File: src/rtl/sha_pkg.sv
// ----------------------------------------------------------------------------
// sha_pkg
// Shared types, constants and round functions of the SHA-256 stream hasher.
// ----------------------------------------------------------------------------
package sha_pkg;

    localparam int BLOCK_BYTES = 64;
    localparam int WORDS       = 8;

    localparam logic [7:0] PAD_BYTE  = 8'h80;
    localparam logic [5:0] LEN_START = 6'd56;

    typedef enum logic [2:0] {
        ST_IDLE,
        ST_PAD,
        ST_LOAD,
        ST_ROUND,
        ST_FINAL,
        ST_EMIT
    } state_t;

    // request from the controller to the compression core
    typedef struct packed {
        logic start;
        logic clear_h;
    } core_req_t;

    typedef struct packed {
        logic busy;
        logic done;
    } core_sts_t;

    function automatic logic [31:0] init_h(input logic [2:0] i);
        logic [31:0] r;
        case (i)
            3'd0:    r = 32'h6a09e667;
            3'd1:    r = 32'hbb67ae85;
            3'd2:    r = 32'h3c6ef372;
            3'd3:    r = 32'ha54ff53a;
            3'd4:    r = 32'h510e527f;
            3'd5:    r = 32'h9b05688c;
            3'd6:    r = 32'h1f83d9ab;
            default: r = 32'h5be0cd19;
        endcase
        return r;
    endfunction

    localparam logic [31:0] ROUND_K [64] = '{
        32'h428a2f98, 32'h71374491, 32'hb5c0fbcf, 32'he9b5dba5,
        32'h3956c25b, 32'h59f111f1, 32'h923f82a4, 32'hab1c5ed5,
        32'hd807aa98, 32'h12835b01, 32'h243185be, 32'h550c7dc3,
        32'h72be5d74, 32'h80deb1fe, 32'h9bdc06a7, 32'hc19bf174,
        32'he49b69c1, 32'hefbe4786, 32'h0fc19dc6, 32'h240ca1cc,
        32'h2de92c6f, 32'h4a7484aa, 32'h5cb0a9dc, 32'h76f988da,
        32'h983e5152, 32'ha831c66d, 32'hb00327c8, 32'hbf597fc7,
        32'hc6e00bf3, 32'hd5a79147, 32'h06ca6351, 32'h14292967,
        32'h27b70a85, 32'h2e1b2138, 32'h4d2c6dfc, 32'h53380d13,
        32'h650a7354, 32'h766a0abb, 32'h81c2c92e, 32'h92722c85,
        32'ha2bfe8a1, 32'ha81a664b, 32'hc24b8b70, 32'hc76c51a3,
        32'hd192e819, 32'hd6990624, 32'hf40e3585, 32'h106aa070,
        32'h19a4c116, 32'h1e376c08, 32'h2748774c, 32'h34b0bcb5,
        32'h391c0cb3, 32'h4ed8aa4a, 32'h5b9cca4f, 32'h682e6ff3,
        32'h748f82ee, 32'h78a5636f, 32'h84c87814, 32'h8cc70208,
        32'h90befffa, 32'ha4506ceb, 32'hbef9a3f7, 32'hc67178f2
    };

    function automatic logic [31:0] ror(input logic [31:0] x, input int n);
        return (x >> n) | (x << (32 - n));
    endfunction

endpackage

File: src/rtl/sha_core.sv
// ----------------------------------------------------------------------------
// sha_core
// One-round-per-cycle SHA-256 compression. Message words come from the block
// memory as 32-bit reads; the schedule runs in a 16-word sliding window and
// the hash words live in a small 8-entry memory read back for the final add.
// ----------------------------------------------------------------------------
module sha_core (
    input  logic                clk,
    input  logic                rst_n,
    input  sha_pkg::core_req_t  req,
    output sha_pkg::core_sts_t  sts,
    // block memory word read port
    output logic [3:0]          wrd_addr,
    input  logic [31:0]         wrd_data,
    // digest read port
    input  logic [2:0]          h_addr,
    output logic [31:0]         h_data
);

    logic [31:0] h_mem [8];
    logic [7:0]  h_valid_reg;   // entry not valid reads as initial value

    logic [6:0]  t_reg, t_next;
    logic        run_reg, run_next;
    logic        fin_reg, fin_next;
    logic [2:0]  fin_idx_reg, fin_idx_next;
    logic [31:0] w_win [16];
    logic [31:0] v_reg [8];
    logic [31:0] h_rd_reg;

    logic [31:0] w_t, g0, g1, w_new;
    logic [31:0] big1, choose, sum1, big0, major;
    logic [31:0] h_cur [8];

    always_comb
    begin
        for (int i = 0; i < 8; i++)
            h_cur[i] = h_valid_reg[i] ? h_mem[i] : sha_pkg::init_h(3'(i));
    end

    // issue block-memory word reads in the cycle before their use
    assign wrd_addr = t_reg[3:0];

    // schedule: first 16 words from memory, then sliding window expansion
    assign g0    = sha_pkg::ror(w_win[1], 7) ^ sha_pkg::ror(w_win[1], 18) ^ (w_win[1] >> 3);
    assign g1    = sha_pkg::ror(w_win[14], 17) ^ sha_pkg::ror(w_win[14], 19)
                   ^ (w_win[14] >> 10);
    assign w_new = w_win[0] + g0 + w_win[9] + g1;
    assign w_t   = (t_reg <= 7'd16) ? wrd_data : w_new;

    assign big1   = sha_pkg::ror(v_reg[4], 6) ^ sha_pkg::ror(v_reg[4], 11)
                    ^ sha_pkg::ror(v_reg[4], 25);
    assign choose = (v_reg[4] & v_reg[5]) ^ (~v_reg[4] & v_reg[6]);
    assign sum1   = v_reg[7] + big1 + choose + sha_pkg::ROUND_K[6'(t_reg - 7'd1)] + w_t;
    assign big0   = sha_pkg::ror(v_reg[0], 2) ^ sha_pkg::ror(v_reg[0], 13)
                    ^ sha_pkg::ror(v_reg[0], 22);
    assign major  = (v_reg[0] & v_reg[1]) ^ (v_reg[0] & v_reg[2]) ^ (v_reg[1] & v_reg[2]);

    // control: t counts 0 (address prime), 1..64 rounds
    always_comb
    begin
        run_next     = run_reg;
        t_next       = t_reg;
        fin_next     = fin_reg;
        fin_idx_next = fin_idx_reg;
        if (req.start)
        begin
            run_next = 1'b1;
            t_next   = 7'd0;
        end
        else if (run_reg)
        begin
            t_next = t_reg + 7'd1;
            if (t_reg == 7'd64)
            begin
                run_next     = 1'b0;
                fin_next     = 1'b1;
                fin_idx_next = 3'd0;
            end
        end
        else if (fin_reg)
        begin
            fin_idx_next = fin_idx_reg + 3'd1;
            if (fin_idx_reg == 3'd7)
                fin_next = 1'b0;
        end
    end

    always_ff @(posedge clk or negedge rst_n)
    begin
        if (!rst_n)
        begin
            run_reg     <= 1'b0;
            t_reg       <= '0;
            fin_reg     <= 1'b0;
            fin_idx_reg <= '0;
            h_valid_reg <= '0;
        end
        else
        begin
            run_reg     <= run_next;
            t_reg       <= t_next;
            fin_reg     <= fin_next;
            fin_idx_reg <= fin_idx_next;
            if (req.clear_h)
                h_valid_reg <= '0;
            else if (fin_reg)
                h_valid_reg[fin_idx_reg] <= 1'b1;
        end
    end

    // working variables and schedule window
    always_ff @(posedge clk)
    begin
        if (req.start)
        begin
            for (int i = 0; i < 8; i++)
                v_reg[i] <= h_cur[i];
        end
        else if (run_reg && t_reg != 7'd0)
        begin
            v_reg[7] <= v_reg[6];
            v_reg[6] <= v_reg[5];
            v_reg[5] <= v_reg[4];
            v_reg[4] <= v_reg[3] + sum1;
            v_reg[3] <= v_reg[2];
            v_reg[2] <= v_reg[1];
            v_reg[1] <= v_reg[0];
            v_reg[0] <= sum1 + big0 + major;
            for (int i = 0; i < 15; i++)
                w_win[i] <= w_win[i+1];
            w_win[15] <= w_t;
        end
    end

    // hash memory: add back one word per cycle, read port for digest
    always_ff @(posedge clk)
    begin
        if (fin_reg)
            h_mem[fin_idx_reg] <= h_cur[fin_idx_reg] + v_reg[fin_idx_reg];
        h_rd_reg <= h_cur[h_addr];
    end

    assign h_data   = h_rd_reg;
    assign sts.busy = run_reg | fin_reg;
    assign sts.done = fin_reg && fin_idx_reg == 3'd7;

endmodule

File: src/rtl/sha256_stream_hasher_top.sv
// ----------------------------------------------------------------------------
// sha256_stream_hasher_top
// Present bytes are accepted in idle and written to the block memory; a full
// block starts a compression (address prime, rounds, then add-back of the eight
// hash words), during which no bytes are accepted. End of message runs padding
// (one write per pad byte) and one or two compressions, then sends eight digest
// transfers. Rate set by the one-round-per-cycle core and the single block-memory
// write port. Reset returns hash words to initial values.
// ----------------------------------------------------------------------------
module sha256_stream_hasher_top (
    input  logic        clk,
    input  logic        rst_n,
    input  logic        s_tvalid,
    output logic        s_tready,
    input  logic [7:0]  s_tdata,   // [7:0] data_byte
    input  logic        s_tuser,   // [0] byte_present
    input  logic        s_tlast,   // end_of_message
    output logic        m_tvalid,
    input  logic        m_tready,
    output logic [39:0] m_tdata,   // [31:0] digest_word, [34:32] word_index
    output logic        m_tlast    // last_word
);

    sha_pkg::state_t    state_reg, state_next;
    sha_pkg::core_req_t req;
    sha_pkg::core_sts_t sts;

    logic [31:0] mem [sha_pkg::BLOCK_BYTES / 4];
    logic [31:0] wrd_reg;
    logic [3:0]  wrd_addr;
    logic [5:0]  pend_reg, pend_next;
    logic [63:0] bits_reg, bits_next;
    logic [5:0]  pad_reg, pad_next;
    logic        two_reg, two_next;     // padding needs an extra block
    logic        eom_reg, eom_next;
    logic [2:0]  idx_reg, idx_next;
    logic        we;
    logic [5:0]  waddr;
    logic [7:0]  wdata;
    logic [31:0] h_data;
    logic [2:0]  h_addr;
    logic        out_vld_reg, out_vld_next;
    logic        accept;

    assign accept = s_tvalid && s_tready;

    sha_core u_core (
        .clk      (clk),
        .rst_n    (rst_n),
        .req      (req),
        .sts      (sts),
        .wrd_addr (wrd_addr),
        .wrd_data (wrd_reg),
        .h_addr   (h_addr),
        .h_data   (h_data)
    );

    // block memory: 32-bit big-endian words, byte-lane write, registered read
    always_ff @(posedge clk)
    begin
        if (we)
            mem[waddr[5:2]][{~waddr[1:0], 3'd0} +: 8] <= wdata;
        wrd_reg <= mem[wrd_addr];
    end

    always_ff @(posedge clk or negedge rst_n)
    begin
        if (!rst_n)
        begin
            state_reg   <= sha_pkg::ST_IDLE;
            pend_reg    <= '0;
            bits_reg    <= '0;
            pad_reg     <= '0;
            two_reg     <= 1'b0;
            eom_reg     <= 1'b0;
            idx_reg     <= '0;
            out_vld_reg <= 1'b0;
        end
        else
        begin
            state_reg   <= state_next;
            pend_reg    <= pend_next;
            bits_reg    <= bits_next;
            pad_reg     <= pad_next;
            two_reg     <= two_next;
            eom_reg     <= eom_next;
            idx_reg     <= idx_next;
            out_vld_reg <= out_vld_next;
        end
    end

    // sequence bytes, padding, compressions and digest transfers
    always_comb
    begin
        state_next   = state_reg;
        pend_next    = pend_reg;
        bits_next    = bits_reg;
        pad_next     = pad_reg;
        two_next     = two_reg;
        eom_next     = eom_reg;
        idx_next     = idx_reg;
        out_vld_next = out_vld_reg;
        s_tready     = 1'b0;
        req          = '0;
        we           = 1'b0;
        waddr        = pend_reg;
        wdata        = s_tdata;
        h_addr       = idx_reg;
        case (state_reg)
            sha_pkg::ST_IDLE:
            begin
                s_tready = 1'b1;
                if (accept)
                begin
                    eom_next = s_tlast;
                    if (s_tuser)
                    begin
                        we        = 1'b1;
                        pend_next = pend_reg + 6'd1;
                        bits_next = bits_reg + 64'd8;
                    end
                    if (s_tuser && pend_reg == 6'd63)
                    begin
                        req.start  = 1'b1;
                        state_next = sha_pkg::ST_ROUND;
                    end
                    else if (s_tlast)
                    begin
                        pad_next   = s_tuser ? pend_reg + 6'd1 : pend_reg;
                        two_next   = (s_tuser ? pend_reg + 6'd1 : pend_reg)
                                     >= sha_pkg::LEN_START;
                        state_next = sha_pkg::ST_PAD;
                    end
                end
            end
            sha_pkg::ST_ROUND:
            begin
                if (sts.done)
                begin
                    if (eom_reg)
                    begin
                        pad_next   = pend_reg;
                        state_next = sha_pkg::ST_PAD;
                    end
                    else
                        state_next = sha_pkg::ST_IDLE;
                end
            end
            sha_pkg::ST_PAD:
            begin
                // write one pad byte per cycle: 0x80 at the end, then zeros/length;
                // the extra block runs with two set and pend cleared
                we    = 1'b1;
                waddr = pad_reg;
                if (pad_reg == pend_reg && !(pend_reg == 6'd0 && two_reg))
                    wdata = sha_pkg::PAD_BYTE;
                else if (pad_reg >= sha_pkg::LEN_START && !(two_reg && pend_reg != 6'd0))
                    wdata = 8'(bits_reg >> (6'd56 - {pad_reg[2:0], 3'd0}));
                else
                    wdata = 8'd0;
                pad_next = pad_reg + 6'd1;
                if (pad_reg == 6'd63)
                begin
                    req.start  = 1'b1;
                    state_next = sha_pkg::ST_LOAD;
                end
            end
            sha_pkg::ST_LOAD:
            begin
                if (sts.done)
                begin
                    if (two_reg && pend_reg != 6'd0)
                    begin
                        pend_next  = 6'd0;
                        pad_next   = 6'd0;
                        state_next = sha_pkg::ST_PAD;
                    end
                    else
                    begin
                        two_next   = 1'b0;
                        idx_next   = 3'd0;
                        state_next = sha_pkg::ST_FINAL;
                    end
                end
            end
            sha_pkg::ST_FINAL:
            begin
                // wait state for the registered hash read
                out_vld_next = 1'b1;
                state_next   = sha_pkg::ST_EMIT;
            end
            sha_pkg::ST_EMIT:
            begin
                if (m_tready)
                begin
                    if (idx_reg == 3'd7)
                    begin
                        out_vld_next = 1'b0;
                        req.clear_h  = 1'b1;
                        pend_next    = '0;
                        bits_next    = '0;
                        eom_next     = 1'b0;
                        state_next   = sha_pkg::ST_IDLE;
                    end
                    else
                    begin
                        idx_next     = idx_reg + 3'd1;
                        h_addr       = idx_reg + 3'd1;
                        out_vld_next = 1'b0;
                        state_next   = sha_pkg::ST_FINAL;
                    end
                end
            end
            default: state_next = sha_pkg::ST_IDLE;
        endcase
    end

    assign m_tvalid = out_vld_reg;
    assign m_tdata  = {5'd0, idx_reg, h_data};
    assign m_tlast  = idx_reg == 3'd7;

endmodule
File: config.mk
export PLATFORM = sky130hd
export DESIGN_NAME = sha256_stream_hasher_top
export DESIGN_NICKNAME = d
export VERILOG_FILES = /design/src/rtl/sha_pkg.sv /design/src/rtl/sha_core.sv /design/src/rtl/sha256_stream_hasher_top.sv
export SDC_FILE = /design/constraint.sdc
export NUM_CORES = 2
export LEC_CHECK = 0
export ABC_AREA = 1
export BUFFER_PORTS_ARGS = -buffer_cell sky130_fd_sc_hd__buf_4
export CAP_MARGIN = 5
export CORE_MARGIN = 4
export CORE_UTILIZATION = 60
export CTS_BUF_LIST = sky130_fd_sc_hd__clkbuf_4 sky130_fd_sc_hd__clkbuf_8
export CTS_CLUSTER_DIAMETER = 60
export DETAILED_ROUTE_END_ITERATION = 8
export PLACE_DENSITY = 0.79
export SYNTH_ARGS = -nofsm -noshare
export SYNTH_HDL_FRONTEND = slang
export SYNTH_HIERARCHICAL = 1
export SYNTH_SLANG_ARGS = --single-unit
File: constraint.sdc
create_clock -name clk -period 9.1 [get_ports clk]
set_input_delay 0.91 -clock clk [delete_from_list [all_inputs] [get_ports clk]]
set_output_delay 0.91 -clock clk [all_outputs]
set_load 0.01 [all_outputs]
==> run summary <==
die area: 156000 um2
Detailed Route Iter0 Violations: 11240
post-layout net count: 10080
post-synth design cell area: 89820 um2
Final min period: 9.489 ns
core area: 148200 um2
vias per cell: 6.231
CTS tree: done
Congestion Overflow GR: 0
Slew HR: 9.732%
Die Wd: 394.9 um
Worst path max stage delay: 0.57 ns
Int Pwr: 12270 uW
WHS Endpoint: eom_reg$_DFFE_PN0P_
maximum capacitance violations: 0
Port Buffers: 51
Reg2Reg Setup Slack: -0.39 ns
Tot Pwr: 15580 uW
Combinational Power Share: 1.6%
worst hold path class: in2reg
Max Fclk: 105.4 MHz
Slew @ Worst Pin: 1.340 ns
Final Skew: 0.08185 ns
Avg Inst Size Synth: 9.939 um2
FF-to-FF Start: u_core/w_win[1][214]$_DFFE_PP_
clock root buffer: clkbuf_8
Slew Viols, Final: 0
final setup vio count: 15
synthesis-to-finish area growth: 16.11%
crit path DAT: 10.22 ns
synth warn: 6
DP HPWL: 235.0 mm
Hold Fails Final Rpt: 0
initial core utilization: 60.61%
Worst Path Buf+Inv: 50
initial antenna violation count: 13
Min-Delay Startpoint: s_tlast
unrepaired setup endpoints after global routing: true
crit path max fanout: 4
DRC: 0
CP delay by family, top: buffers and inverters
setup ws final: -0.3892 ns
router iterations before antenna repair: 7
Worst Path Class, Setup: reg2reg
clock slew at reported path FFs: 0.06 ns
Detailed Route WL: 330.1 mm
Lkg Pwr: 0.04391 uW
hold depth: 3
clk sinks: 1702
required time of the critical path: 9.83 ns
failing checks: setup timing
Antenna Violating Nets Remaining: 0
mean routed wirelength per cell: 27.86 um
maximum vdd ir drop: 206.7 uV
CP max-delay cell: fa_1
vias: 73810
status: finished, violations left
first-pass GRT wire length: 470.6 mm
final worst-path cycle share: 104.3%
sw frac: 21.24%
vias in the first global route: 70260
Worst setup EP type: register
Ports: 57
pre-CTS setup slack: -0.6190 ns
reg-to-reg critical path endpoint: u_core/w_win[1][248]$_DFFE_PP_
clk buf depth: 4
htree depth: 5
switching power: 3310 uW
gr usage total: 41.39%
worst reg2reg path depth: 64
sequential power share: 54.2%
row cnt: 141
RePlAce Congestion: 1.081
Die Ht: 394.9 um
cts bufs inserted: 297
worst skew pair latency: 0.99 ns
PwrDens: 149.4 nW/um2
Syn Inst Count: 9037
layout cells sized above 1: 17.10%
Worst Setup Start Kind: register
clock share of power: 44.3%
crit-path most repeated cell: buf_4
largest net degree at the start of global routing: 230
-- power by group through the flow --
| stage | registers [uW] | clock network [uW] | logic, uW |
|---|---|---|---|
| final | 8440 | 6900 | 243 |
| after global placement | 8600 | 0 | 222 |
| after floorplan | 8600 | 0 | 102 |
| after global routing | 8440 | 7340 | 248 |
| after CTS | 8440 | 6940 | 228 |
| after detailed placement | 8600 | 0 | 226 |
-- routing by layer --
layer  vias up  share of wire, %  GRT usage (%)
met4        12               7.0          24.56
met5         -             0.024              0
met3      1181                14          13.42
met2      5252                43          60.42
met1     35110                37          54.35
li1      32250                 -              -
-- area by class of cell --
| cell class | count | area [um2] |
|---|---|---|
| inverter | 1060 | 3996 |
| multi-input combinational | 5818 | 35780 |
| fill | 10780 | 43900 |
| clock buffer | 416 | 5106 |
| sequential | 1702 | 49970 |
| tap | 1930 | 2415 |
| antenna | 12 | 30.03 |
| timing repair buffer | 814 | 6372 |
| clock inverter | 93 | 616.8 |
-- repair_timing --
action,4_1_cts,5_1_grt
setup endpoints to repair,29,37
buffers inserted,61,27
hold buffers,1,0
endpoints found under the hold margin,10,0
gates resized for setup,139,256
pin swaps,42,70
-- how the worst max path moves through the flow --
stage,startpoint,endpoint,slack [ns],cells past startpoint
2_1_floorplan,u_core/w_win[1][212]$_DFFE_PP_,u_core/v_reg[0][31]$_DFFE_PP_,0.51,51
3_3_place_gp,u_core/w_win[1][212]$_DFFE_PP_,u_core/v_reg[0][28]$_DFFE_PP_,-0.51,49
3_5_place_dp,u_core/w_win[1][212]$_DFFE_PP_,u_core/v_reg[0][28]$_DFFE_PP_,-0.62,49
4_1_cts,u_core/w_win[1][210]$_DFFE_PP_,u_core/v_reg[0][23]$_DFFE_PP_,-0.05,48
5_1_grt,u_core/w_win[1][214]$_DFFE_PP_,u_core/v_reg[0][31]$_DFFE_PP_,-0.58,52
6_report,u_core/w_win[1][214]$_DFFE_PP_,u_core/w_win[1][248]$_DFFE_PP_,-0.39,64
-- stage by stage --
| stage | utilization (%) | instances | area, um2 | hold slack (ns) | TNS, ns |
|---|---|---|---|---|---|
| global route | 70.36 | 11840 | 104300 | 0.2132 | -9.589 |
| floorplan | - | 9041 | 89840 | 0.4003 | 0 |
| finish | 70.38 | 11850 | 104300 | 0.2329 | -1.893 |
| global placement | 64.83 | 11240 | 96070 | 0.4002 | -5.046 |
| CTS | 69.48 | 11810 | 103000 | 0.1599 | -0.1427 |
| detailed placement | 64.83 | 11240 | 96070 | 0.4045 | -7.310 |
-- worst register-to-register path, delay by kind of cell, from the launching register on --
family                     cells  cell delay, ns
DFF                            1            0.43
and+or+nand+nor                8            0.83
adders and majority gates      3            1.36
buffers and inverters         50            6.11
AOI/OAI and AO/OA              1            0.17
xor gates and xnor gates       2            0.33
-- placed cells by master (no fill, tap or decap), types with 202 or more instances in the layout --
cell type	count
inv_1	1020
nor2_1	604
buf_4	779
o21ai_0	794
nand3_1	326
edfxtp_1	1536
nand2_1	1682
clkbuf_8	317
o211ai_1	202
a21oi_1	566
No activity file was read; power rests on OpenSTA's default activity.
